<file path="src/hw/rtl/rrast_mem.sv">
// ----------------------------------------------------------------------------
// rrast_mem
// Canvas storage: one write port, one read port, registered read data.
// ----------------------------------------------------------------------------
module rrast_mem #(
	parameter  int DEPTH  = 4,
	localparam int ADDR_W = (DEPTH > 1) ? $clog2(DEPTH) : 1
) (
	input  logic              clk,
	input  logic              wr_en,
	input  logic [ADDR_W-1:0] wr_addr,
	input  logic [7:0]        wr_data,
	input  logic              rd_en,
	input  logic [ADDR_W-1:0] rd_addr,
	output logic [7:0]        rd_data
);

	logic [7:0] mem [DEPTH];
	logic [7:0] rd_data_q;

	always_ff @(posedge clk) begin
		if (wr_en) begin
			mem[wr_addr] <= wr_data;
		end
	end

	always_ff @(posedge clk) begin
		if (rd_en) begin
			rd_data_q <= mem[rd_addr];
		end
	end

	assign rd_data = rd_data_q;

endmodule

</file>
<file path="config.mk">
export PLATFORM = sky130hd
export DESIGN_NAME = rrast_mem
export DESIGN_NICKNAME = d
export VERILOG_FILES = /design/src/hw/rtl/rrast_mem.sv
export SDC_FILE = /design/constraint.sdc
export NUM_CORES = 1
export LEC_CHECK = 0
export BUFFER_PORTS_ARGS = -buffer_cell sky130_fd_sc_hd__buf_2
export CORE_AREA = 4 4 65 67
export CTS_BUF_LIST = sky130_fd_sc_hd__clkbuf_8
export CTS_CLUSTER_DIAMETER = 60
export DETAILED_ROUTE_END_ITERATION = 7
export DIE_AREA = 0 0 69 71
export SKIP_CTS_REPAIR_TIMING = 1
export SLEW_MARGIN = 0
export SYNTH_ARGS = -nofsm -noshare
export SYNTH_HDL_FRONTEND = slang
export SYNTH_SLANG_ARGS = --single-unit
</file>
<file path="constraint.sdc">
create_clock -name clk -period 1.9 [get_ports clk]
set_input_delay 0.38 -clock clk [delete_from_list [all_inputs] [get_ports clk]]
set_output_delay 0.38 -clock clk [all_outputs]
set_load 0.01 [all_outputs]
</file>
==> summary.md, run 1 <==
| Metric | Value |
|---|---|
| Ant diodes | `0` |
| Area Overhead vs Synth | `18.8%` |
| Max-slew violation count | `0` |
| Setup Viol. Count Final | `0` |
| FF-to-FF Start | `mem[3][6]` |
| Grt ovf | `0` |
| RSZ-0062 raised after global routing | `no` |
| Crit-path cells | `buf_2` |
| HP Class | `in2reg` |
| Worst IR Drop VDD | `0.000462 V` |
| # clock sinks | `40` |
| Cell variety after synth | `7` |
| Fin. Hold Viols | `0` |
| Total GRT Usage | `a little under a tenth` |
| Fin crit period | `between 1 and 1.5 ns` |
| Share of cells above drive strength 1 | `between 40% and 50%` |
| Commonest non-fill, non-tap cell in the layout | `edfxtp_1` |
| CP Buf/Inv Count | `1` |
| Pre-antenna DRT Iters | `4` |
| Vias | `between 600 and 700` |
| H-Tree Depth | `2` |
| Die area | `roughly 4900 um^2` |
| Largest stage delay, worst path | `0.38 ns` |
| Total power | `approximately 1.8 mW` |
| Total Nets Final | `97` |
| CP required | `between 1.5 and 2 ns` |
| Critical Path Slowest Stage Cell | `edfxtp_1` |
| Die Wd | `approximately 70 um` |
| Vias per std cell | `approximately 4.7` |
| Crit path max-delay family | `flip-flops` |
| Routed wire length | `2110 um` |
| Post-synthesis sequential area ratio | `a little over four fifths` |
| Max Cap Violations | `0` |
| Final worst slack | `around 0.70 ns` |
| Clock Path Buffers | `2` |
| CTS tree | `built` |
| Area of the multi-input gates | `between 200 and 250 um^2` |
| Hold Path Origin | `wr_data[0]` |
| Clk_skew | `approximately 0.0054 ns` |
| Part of the cycle the worst path needs | `63.2%` |
| Vias in the first global route | `702` |
| Fill count | `approximately 330` |
| Achievable frequency | `833 MHz` |
| PortBufs | `22` |
| Num CTS Buffers | `5` |
| Core area | `around 3600 um^2` |
| Avg Inst Size Synth | `26.5 um^2` |
| Setup TNS | `0 ns` |
| Kind of critical path | `reg2out` |
| Post-Syn Instances | `54` |
| GPL Wtd Cong | `between 0.6 and 0.7` |
| Outcome | `completed` |
| Row Count | `22` |
| First-pass GRT wire length | `around 3400 um` |
| Initial antenna violation count | `0` |
| Worst slack, placed | `slightly above 0.4 ns` |
| Clk root buf | `clkbuf_8` |
| Die height | `slightly above 70 um` |
| Least-Margin Pin Slew | `between 0.4 and 0.5 ns` |
| Net Count, Synth | `69` |
| IO Pins | `23` |
| Crit path arrival time | `about 0.82 ns` |
| Yosys synthesis warning count | `0` |
| Flops & latches, synth | `40` |
| Iteration-0 DRC Markers | `21` |
| Drt wl/cell | `~16 um` |
| Final ANT Viol Nets | `0` |
| Seq. cell area | `between 1000 and 1500 um^2` |
| Synthesized area | `about 1400 um^2` |
| Worst skew pair latency | `0.29 ns` |
| CP Max Fanout | `1` |
| Most frequent cells in the layout | `edfxtp_1 (40), buf_2 (22), mux4_2 (8)` |
| Crit path from | `rd_data[3]` |
| Initial Util | `39.3%` |
| Finished Core Util | `between 40% and 50%` |
| Rel. slew slack | `between 70% and 80%` |
| Crit. End Element | `output port` |
| Drc violations | `0` |
| Startpoint type of the worst setup path | `register` |
| Reg clk slew, reported paths | `0.07 ns` |
| Pwr/cell area | `around 1100 nW/um^2` |
| Leak pwr | `0.595 nW` |
| Pin count of the biggest net entering global routing | `13` |
==> layer usage <==
metal | vias to the layer above | routed length, um | GRT usage, %
li1 | 284 | - | -
met1 | 301 | 917 | 10.8
met2 | 22 | 1010 | 15.3
met3 | 4 | 150 | 4.97
met4 | 0 | 38 | 3.90
met5 | - | 0 | 0
==> registers in the layout (all words and copies together), names as in the netlist <==
register  cells
mem          32
rd_data       8
==> path summary, 6_finish.rpt <==
path / slack (ns) / depth (start not counted) / to
max: 0.70 / 1 / rd_data[3]
min: 0.31 / 1 / mem[3][0]
max reg2reg: 0.81 / 1 / rd_data[6]
min reg2reg: 0.63 / 1 / rd_data[3]
==> cell families (layout without fill, tap and decap cells) <==
family | count (synthesis) | in the layout | synth area share (%)
DFF | 40 | 40 | 84.1
muxes | 8 | 8 | 12.6
and+or+nand+nor | 4 | 4 | 2.19
buffers and inverters | 2 | 31 | 1.14
==> power breakdown <==
part	switching, mW	internal [mW]
combinational	0.0488	0.0466
sequential	0.0102	1.02
clock	0.272	0.384
==> stage by stage <==
step	hold slack [ns]	instance area (um^2)	instances
4_1_cts	0.290	1700	131
3_5_place_dp	0.596	1590	123
3_3_place_gp	0.587	1590	123
2_1_floorplan	0.479	1430	54
5_1_grt	0.291	1700	131
6_report	0.307	1700	131
==> area by class of cell <==
cell class / instances / share of cell area [%]
multi-input cells: 12 / 12.5
well taps: 48 / 3.54
clock inverters: 3 / 2.28
flip-flops and latches: 40 / 70.7
clock buffers: 5 / 4.05
repair buffers: 23 / 6.93
==> synth_stat cells <==
library cell	instances	area share [%]
edfxtp_1	40	84
mux4_2	8	13
and3b_1	2	1.2
and3_1	1	0.44
buf_6	1	0.79
clkbuf_2	1	0.35
nor3b_1	1	0.53
Note: power is estimated with default switching activity, not from simulation.
==> run 2, diff against run 1 <==
- clock period: 1.9 -> 1.2 ns (I/O delays scaled with it)
==> run 2 against run 1 <==
Compared with the run above:
- count of clock-buffer cells in the layout is the same
- clock skew shrank 0.0020 ns
- via count up 5.1%
- wire length rose by 8.9%
- die area unchanged
- non-clock buffer count grew 4
- cell area up 3.2%
- critical endpoint is now rd_data[6]
- largest power group unchanged
==> summary.md, run 2 (synthesized netlist as in run 1, its figures left out) <==
| Metric | Value |
|---|---|
| IO Pins | `23` |
| RSZ-0062 raised after global routing | `no` |
| Worst IR Drop VDD | `approximately 0.00066 V` |
| Commonest non-fill, non-tap cell in the layout | `edfxtp_1` |
| Outcome | `completed` |
| Fin. Hold Viols | `0` |
| Vias in the first global route | `~730` |
| Final worst slack | `between 0.09 and 0.1 ns` |
| Total GRT Usage | `10.5%` |
| Startpoint type of the worst setup path | `register` |
| Row Count | `22` |
| Area Overhead vs Synth | `22.6%` |
| CP required | `between 1 and 1.5 ns` |
| Initial antenna violation count | `0` |
| Vias | `642` |
| Crit-path cells | `mux4_2` |
| Initial Util | `39.3%` |
| Setup Viol. Count Final | `0` |
| Most frequent cells in the layout | `edfxtp_1 (40), buf_2 (22), mux4_2 (8)` |
| Fill count | `roughly 310` |
| First-pass GRT wire length | `3700 um` |
| Vias per std cell | `about 4.8` |
| Placed Instances | `127` |
| Largest stage delay, worst path | `around 0.48 ns` |
| Least-Margin Pin Slew | `approximately 0.21 ns` |
| Pre-antenna DRT Iters | `2` |
| Share of cells above drive strength 1 | `a little under half` |
| Grt ovf | `0` |
| Num CTS Buffers | `5` |
| Clock Path Buffers | `2` |
| Ant diodes | `0` |
| Worst skew pair latency | `0.28 ns` |
| GPL Wtd Cong | `~0.65` |
| Iteration-0 DRC Markers | `30` |
| Max reg flops | `32` |
| Worst slack, placed | `-0.0646 ns` |
| H-Tree Depth | `2` |
| Final ANT Viol Nets | `0` |
| Seq. cell area | `around 1200 um^2` |
| Kind of critical path | `reg2reg` |
| CP Buf/Inv Count | `0` |
| Worst Hold Margin | `0.173 ns` |
| Max Cap Violations | `0` |
| Achievable frequency | `around 900 MHz` |
| Pin count of the biggest net entering global routing | `12` |
| CP Max Fanout | `1` |
| Leak pwr | `about 0.6 nW` |
| Drc violations | `0` |
| Top reg by flops | `mem` |
| # clock sinks | `40` |
| Pwr/cell area | `1490 nW/um^2` |
| Die height | `roughly 71 um` |
| Die Wd | `a little under 70 um` |
| Part of the cycle the worst path needs | `~90%` |
| Routed wire length | `about 2300 um` |
| Clk_skew | `0.00339 ns` |
| Critical Path Slowest Stage Cell | `mux4_2` |
| Crit. End Element | `register` |
| Reg clk slew, reported paths | `~0.070 ns` |
| CTS tree | `built` |
| Rel. slew slack | `between 80 and 90%` |
| Crit path max-delay family | `multiplexers` |
| Max-slew violation count | `0` |
| Fin crit period | `around 1.1 ns` |
| Crit path arrival time | `roughly 1.1 ns` |
| Finished Core Util | `~48%` |
| Post-Layout Cell Count | `around 130` |
| Setup TNS | `0 ns` |
| Drt wl/cell | `approximately 17 um` |
| Clk root buf | `clkbuf_8` |
| Total Nets Final | `101` |
| Core area | `3630 um^2` |
| PortBufs | `22` |
| Die area | `about 5000 um^2` |
| HP Class | `in2reg` |
| Area of the multi-input gates | `between 200 and 250 um^2` |
-- run 2: where the power goes --
part,internal [mW],switching [mW]
Combinational,0.0959,0.0837
Sequential,1.62,0.0171
Clock,0.383,0.410
Total,2.10,0.511
-- run 2: metal layers --
layer	GRT usage, %	up-vias	wire (um)
met4	4.56	0	24
met3	5.26	4	154
met2	17.6	21	1230
met5	0	-	0
li1	-	293	-
met1	11.2	324	894
-- run 2: final cells by class --
class / count / area share, %
well taps: 48 / 3.43
repair buffers: 27 / 11.3
flip-flops and latches: 40 / 68.6
clock buffers: 5 / 3.93
multi-input cells: 12 / 12.4
clock inverters: 2 / 0.429
-- run 2: final timing paths --
check / startpoint / slack (ns) / to / cells after the start
max reg2reg: mem[3][6] / 0.09 / rd_data[6] / 1
min: wr_data[1] / 0.17 / mem[2][1] / 1
min reg2reg: mem[0][2] / 0.64 / rd_data[2] / 1
max: mem[3][6] / 0.09 / rd_data[6] / 1
-- run 2: through the flow --
step | area, um^2 | power [mW]
after floorplan | 1430 | 1.75
after detailed placement | 1680 | 1.86
final | 1750 | 2.61
after CTS | 1750 | 2.65
after global placement | 1680 | 1.85
after global routing | 1750 | 2.73
