$ cat config.mk
export PLATFORM = sky130hd
export DESIGN_NAME = rrast_scan
export DESIGN_NICKNAME = d
export VERILOG_FILES = /design/src/hw/rtl/rrast_pkg.sv /design/src/hw/rtl/rrast_scan.sv
export SDC_FILE = /design/constraint.sdc
export NUM_CORES = 1
export LEC_CHECK = 0
export BUFFER_PORTS_ARGS = -buffer_cell sky130_fd_sc_hd__buf_4
export CAP_MARGIN = 40
export CORE_MARGIN = 5
export CORE_UTILIZATION = 45
export DETAILED_ROUTE_END_ITERATION = 10
export PLACE_DENSITY_LB_ADDON = 0.1
export SLEW_MARGIN = 10
export SYNTH_ARGS = -nofsm -noshare
export SYNTH_HDL_FRONTEND = slang
export SYNTH_SLANG_ARGS = --single-unit
export TNS_END_PERCENT = 1
$ cat constraint.sdc
create_clock -name clk -period 4.3 [get_ports clk]
set_input_delay 0.645 -clock clk [delete_from_list [all_inputs] [get_ports clk]]
set_output_delay 0.645 -clock clk [all_outputs]
set_load 0.03 [all_outputs]
$ cat src/hw/rtl/rrast_pkg.sv
// ----------------------------------------------------------------------------
// rrast_pkg
// Shared types and codes of the rectangle rasterizer: command and response
// payloads, the scan job handed to the pixel sequencer, and default sizes.
// ----------------------------------------------------------------------------
package rrast_pkg;

	localparam int MAX_SIDE_DEF  = 512;
	localparam int FRAC_BITS_DEF = 8;

	localparam logic [1:0] CMD_CLEAR = 2'd0;
	localparam logic [1:0] CMD_DRAW  = 2'd1;
	localparam logic [1:0] CMD_READ  = 2'd2;

	localparam logic [1:0] ST_OK        = 2'd0;
	localparam logic [1:0] ST_ZERO_SIZE = 2'd1;
	localparam logic [1:0] ST_OUTSIDE   = 2'd2;

	localparam logic [1:0] CFG_CANVAS_WIDTH    = 2'd0;
	localparam logic [1:0] CFG_CANVAS_HEIGHT   = 2'd1;
	localparam logic [1:0] CFG_BACKGROUND_CHAR = 2'd2;

	typedef struct packed {
		logic [1:0]         command;
		logic               rect_filled;
		logic signed [23:0] rect_left;
		logic signed [23:0] rect_top;
		logic [22:0]        rect_width;
		logic [22:0]        rect_height;
		logic [7:0]         paint_char;
		logic [8:0]         read_row;
		logic [8:0]         read_col;
	} cmd_t;

	typedef struct packed {
		logic [1:0] status;
		logic [7:0] pixel_char;
	} rsp_t;

	typedef struct packed {
		logic               is_clear;
		logic               rect_filled;
		logic signed [23:0] rect_left;
		logic signed [23:0] rect_top;
		logic [22:0]        rect_width;
		logic [22:0]        rect_height;
		logic [7:0]         paint_char;
	} scan_job_t;

endpackage

$ cat src/hw/rtl/rrast_scan.sv
// ----------------------------------------------------------------------------
// rrast_scan
// Pixel sequencer: walks every canvas pixel in use, one per cycle, and issues
// a canvas write where a clear covers it or, for a draw, the filled rectangle
// or its outline does. Edge distances are kept as running sums in fixed point.
// ----------------------------------------------------------------------------
module rrast_scan import rrast_pkg::*; #(
	parameter  int MAX_SIDE  = MAX_SIDE_DEF,
	parameter  int FRAC_BITS = FRAC_BITS_DEF,
	localparam int CNT_W     = $clog2(MAX_SIDE + 1),
	localparam int ADDR_W    = (MAX_SIDE > 1) ? $clog2(MAX_SIDE * MAX_SIDE) : 1
) (
	input  logic              clk,
	input  logic              arst_n,
	input  logic              start,
	input  scan_job_t         job,
	input  logic [CNT_W-1:0]  used_w,
	input  logic [CNT_W-1:0]  used_h,
	output logic              wr_en,
	output logic [ADDR_W-1:0] wr_addr,
	output logic [7:0]        wr_data,
	output logic              done
);

	localparam int DW = (((CNT_W + FRAC_BITS) > 25) ? (CNT_W + FRAC_BITS) : 25) + 2;
	localparam logic signed [DW-1:0] ONE = DW'(64'd1 << FRAC_BITS);

	logic                     busy_q;
	logic                     done_q;
	scan_job_t                job_q;
	logic [CNT_W-1:0]         row_q;
	logic [CNT_W-1:0]         col_q;
	logic [CNT_W-1:0]         w_q;
	logic [CNT_W-1:0]         h_q;
	logic [ADDR_W-1:0]        base_q;
	logic signed [DW-1:0]     dt_q;
	logic signed [DW-1:0]     db_q;
	logic signed [DW-1:0]     dl_q;
	logic signed [DW-1:0]     dr_q;
	logic signed [DW-1:0]     dt0;
	logic signed [DW-1:0]     db0;
	logic signed [DW-1:0]     dl0;
	logic signed [DW-1:0]     dr0;
	logic signed [DW-1:0]     dl_row;
	logic signed [DW-1:0]     dr_row;
	logic                     col_last;
	logic                     row_last;
	logic                     in_rect;
	logic                     near_edge;
	logic                     nonempty;

	always_comb begin
		dt0    = -DW'(job.rect_top);
		db0    = DW'(job.rect_top) + $signed({{(DW-23){1'b0}}, job.rect_height});
		dl0    = -DW'(job.rect_left);
		dr0    = DW'(job.rect_left) + $signed({{(DW-23){1'b0}}, job.rect_width});
		dl_row = -DW'(job_q.rect_left);
		dr_row = DW'(job_q.rect_left) + $signed({{(DW-23){1'b0}}, job_q.rect_width});
		col_last  = (col_q + CNT_W'(1)) == w_q;
		row_last  = (row_q + CNT_W'(1)) == h_q;
		in_rect   = !dl_q[DW-1] && !dr_q[DW-1] && !dt_q[DW-1] && !db_q[DW-1];
		near_edge = (dl_q < ONE) || (dr_q < ONE) || (dt_q < ONE) || (db_q < ONE);
		nonempty  = (used_w != '0) && (used_h != '0);
	end

	assign wr_en   = busy_q && (job_q.is_clear || (in_rect && (job_q.rect_filled || near_edge)));
	assign wr_addr = base_q + ADDR_W'(col_q);
	assign wr_data = job_q.paint_char;
	assign done    = done_q;

	always_ff @(posedge clk or negedge arst_n) begin
		if (!arst_n) begin
			busy_q <= 1'b0;
			done_q <= 1'b0;
		end else begin
			done_q <= 1'b0;
			if (start) begin
				busy_q <= nonempty;
				done_q <= !nonempty;
			end else if (busy_q && col_last && row_last) begin
				busy_q <= 1'b0;
				done_q <= 1'b1;
			end
		end
	end

	always_ff @(posedge clk) begin
		if (start) begin
			job_q  <= job;
			w_q    <= used_w;
			h_q    <= used_h;
			row_q  <= '0;
			col_q  <= '0;
			base_q <= '0;
			dt_q   <= dt0;
			db_q   <= db0;
			dl_q   <= dl0;
			dr_q   <= dr0;
		end else if (busy_q) begin
			if (col_last) begin
				col_q  <= '0;
				dl_q   <= dl_row;
				dr_q   <= dr_row;
				row_q  <= row_q + CNT_W'(1);
				base_q <= base_q + ADDR_W'(MAX_SIDE);
				dt_q   <= dt_q + ONE;
				db_q   <= db_q - ONE;
			end else begin
				col_q <= col_q + CNT_W'(1);
				dl_q  <= dl_q + ONE;
				dr_q  <= dr_q - ONE;
			end
		end
	end

endmodule

==> impl_metrics.json <==
{
  "outcome": "completed",
  "required_ps": 3650,
  "globalRoute.totalOverflow": 0,
  "worstSetupPathType": "flip-flop to primary output",
  "cp-start-kind": "flip-flop",
  "fp.dieArea_um2": 31130,
  "wl_per_cell_um": 17.10,
  "reg2reg_from": "job_q[87]$_DFFE_PP_",
  "nFillCells": 2517,
  "hold_viol": 0,
  "ant_nets": 0,
  "crit_path_max_fanout": 6,
  "synth_top_cell_by_area": "edfxtp_1",
  "grt_pass1_wl_um": 49050,
  "grt_usage": 0.1933,
  "peakVddDrop_mv": 0.2409,
  "vias": 9993,
  "fin_crit_ps": 3423,
  "dieHeight_um": 176.4,
  "pre_cts_slack_ps": 884.6,
  "layout.nets": 1599,
  "synth-compound-area-share": 0.1483,
  "synthAdderAreaFrac": 0.07528,
  "antenna_cells": 0,
  "async_flop_share": 0.01087,
  "grt_pass1_vias": 9600,
  "stdcell_area_um2": 14460,
  "coreArea_um2": 27550,
  "layout_common_cells": "buf_4, edfxtp_1, nor2_1, nand2_1, xnor2_1",
  "muxShareOfSynthArea": 0.004818,
  "drive_gt1_frac": 0.1546,
  "synth_simple_gate_area_frac": 0.1940,
  "cellLeakagePower_nw": 5.639,
  "clock_latency_ps": 440,
  "syn2layout_area_growth_pct": 15.96,
  "crit_path_end_kind": "primary output",
  "synth_nets": 1474,
  "endpoint": "wr_en",
  "fin_ws_ps": 876.8,
  "synth_top_area_share": 0.3686,
  "first_iter_violations": 648,
  "yosys-top-cells-area": "edfxtp_1, ha_1, xnor2_1",
  "rsz0062_at_grt": "false",
  "wl_um": 30580,
  "synth-seq-area-share": 0.4192,
  "antenna_found_initial": 0,
  "clock_sinks": 184,
  "synthFlopType": "edfxtp_1",
  "synth_top_family_by_area": "simple AND/OR/NAND/NOR gates",
  "drc": 0,
  "gp_congestion": 0.8886,
  "syn-instance-count": 1272,
  "reg2reg_depth": 9,
  "ys_warn_count": 0,
  "initial_core_util": 0.4524,
  "die_x_um": 176.4,
  "ios": 155,
  "synth_area_um2": 12470,
  "r2r_end": "dr_q[25]$_DFFE_PP_",
  "cp.arrival_ps": 2780,
  "finalSetupTns_ps": 0,
  "hp-class": "input pin to flip-flop",
  "clk_pin_slew_ps": 80,
  "synth-edff-count": 153,
  "synthXorXnorAreaFrac": 0.1286,
  "reg2reg_slack_ps": 1080,
  "grt_max_degree": 71,
  "cts_tree": "done",
  "synth.distinct_cells": 75,
  "rows": 61,
  "max_freq_mhz": 292.1,
  "drv_slew": 0,
  "avgSynthCellArea_um2": 9.800,
  "ys_ff_latch": 184,
  "firstDrtPassIters": 5,
  "drv_cap": 0,
  "power_w": 0.004820,
  "cts_root_buffer": "clkbuf_16",
  "port_buffers": 154,
  "ctsResizeCount": 0,
  "placed_cell_area_um2": 13870,
  "period_share": 0.7961,
  "startpoint": "db_q[11]$_DFFE_PP_",
  "dpl.hpwl_um": 22660,
  "relSlewSlack": 0.4286,
  "pwr_density_cell_nw_per_um2": 333.5,
  "layout_commonest_cell": "buf_4",
  "cts_buffers": 17,
  "final-setup-viol-count": 0,
  "clk_path_buf_depth": 2,
  "skew_ps": 13.17,
  "viasPerCell": 5.589,
  "tightest_slew_ps": 835.5,
  "h-tree-depth": 4
}
## layout make-up
class,instances,area [um2],share of cell area
flip-flops and latches,184,5225,0.3615
well taps,378,473.0,0.03272
repair buffers,164,1250,0.08647
clock inverters,14,123.9,0.008569
inverters,17,63.81,0.004414
clock buffers,18,450.4,0.03116
multi-input cells,1013,6869,0.4752
## state kept, by name (all words and copies together) (netlist names)
| signal | cells |
|---|---|
| base_q | 9 |
| busy_q | 1 |
| col_q | 10 |
| db_q | 19 |
| dl_q | 19 |
| done | 1 |
| dr_q | 19 |
| dt_q | 19 |
| h_q | 10 |
| job_q | 49 |
| row_q | 10 |
| w_q | 10 |
| wr_data | 8 |
## synth_stat cells, drive strengths merged (5+ instances only)
| library cell | count |
|---|---|
| o21ai | 77 |
| a2111oi | 5 |
| o22ai | 5 |
| or4 | 17 |
| nand3 | 45 |
| nor2 | 110 |
| dfxtp | 29 |
| a211oi | 13 |
| nand2b | 15 |
| nand3b | 8 |
| o31ai | 12 |
| clkbuf | 27 |
| o211ai | 8 |
| mux2i | 6 |
| nand4 | 16 |
| nor2b | 6 |
| a21o | 24 |
| inv | 16 |
| nor3 | 30 |
| o21a | 5 |
| o21bai | 7 |
| nor4 | 32 |
| a21oi | 84 |
| a311oi | 7 |
| and4 | 6 |
| or3 | 9 |
| xnor2 | 94 |
| edfxtp | 153 |
| xor2 | 89 |
| and3 | 32 |
| a31oi | 11 |
| or2 | 7 |
| buf | 31 |
| nand4b | 5 |
| ha | 75 |
| nand2 | 99 |
| and2 | 13 |
## power by group
part / internal, W / switching, W / leakage, nW / total [W]
clock network: 0.000803 / 0.000776 / 0.294 / 0.00158
registers: 0.00212 / 0.000141 / 1.79 / 0.00226
logic: 0.000452 / 0.000525 / 3.55 / 0.000977
## per-stage QoR
stage	util	instances	hold slack, ps
3_3_place_gp	0.5027	1754	437.5
6_report	0.5246	1788	378.3
5_1_grt	0.5246	1788	358.3
4_1_cts	0.5246	1788	356.0
2_1_floorplan	-	1272	349.4
3_5_place_dp	0.5034	1755	438.1
## cell families (layout without fill, tap and decap cells)
family	after synthesis	count (layout)
adder cells (fa/ha/maj)	75	75
multiplexers	6	6
buffers and inverters	75	213
XOR/XNOR	183	183
AND/OR/NAND/NOR	457	457
flip-flops	184	184
AO/OA/AOI/OAI	292	292
## critical path: stages (launching register included)
cell and delay, ps:
edfxtp_1 450, nor4_1 360, nand2_1 140, or4_1 570
o31ai_1 310, a21oi_1 120, nor2_1 180, buf_4 200
## worst min-delay path by stage
stage	start	end	slack (ps)	depth (start not counted)
floorplan	arst_n	busy_q$_DFFE_PN0P_	350	0
global placement	arst_n	done$_DFF_PN0_	440	1
detailed placement	arst_n	done$_DFF_PN0_	440	1
CTS	job[2]	wr_data[2]$_DFFE_PP_	360	1
global route	job[2]	wr_data[2]$_DFFE_PP_	360	1
finish	job[2]	wr_data[2]$_DFFE_PP_	380	1
## routing by layer
metal  GRT usage  up-vias  wire (um)
met5           0        -          0
met4     0.05158        0        517
met3     0.02805       32       1301
met2      0.3021      256      13730
met1      0.2826     4710      15030
li1            -     4995          -
## what timing repair did
| item | 4_1_cts | 5_1_grt |
|---|---|---|
| buffers inserted | 0 | 0 |
| endpoints found under the hold margin | 2 | 0 |
| hold buffers | 1 | 0 |
No activity file was read; power rests on OpenSTA's default activity.
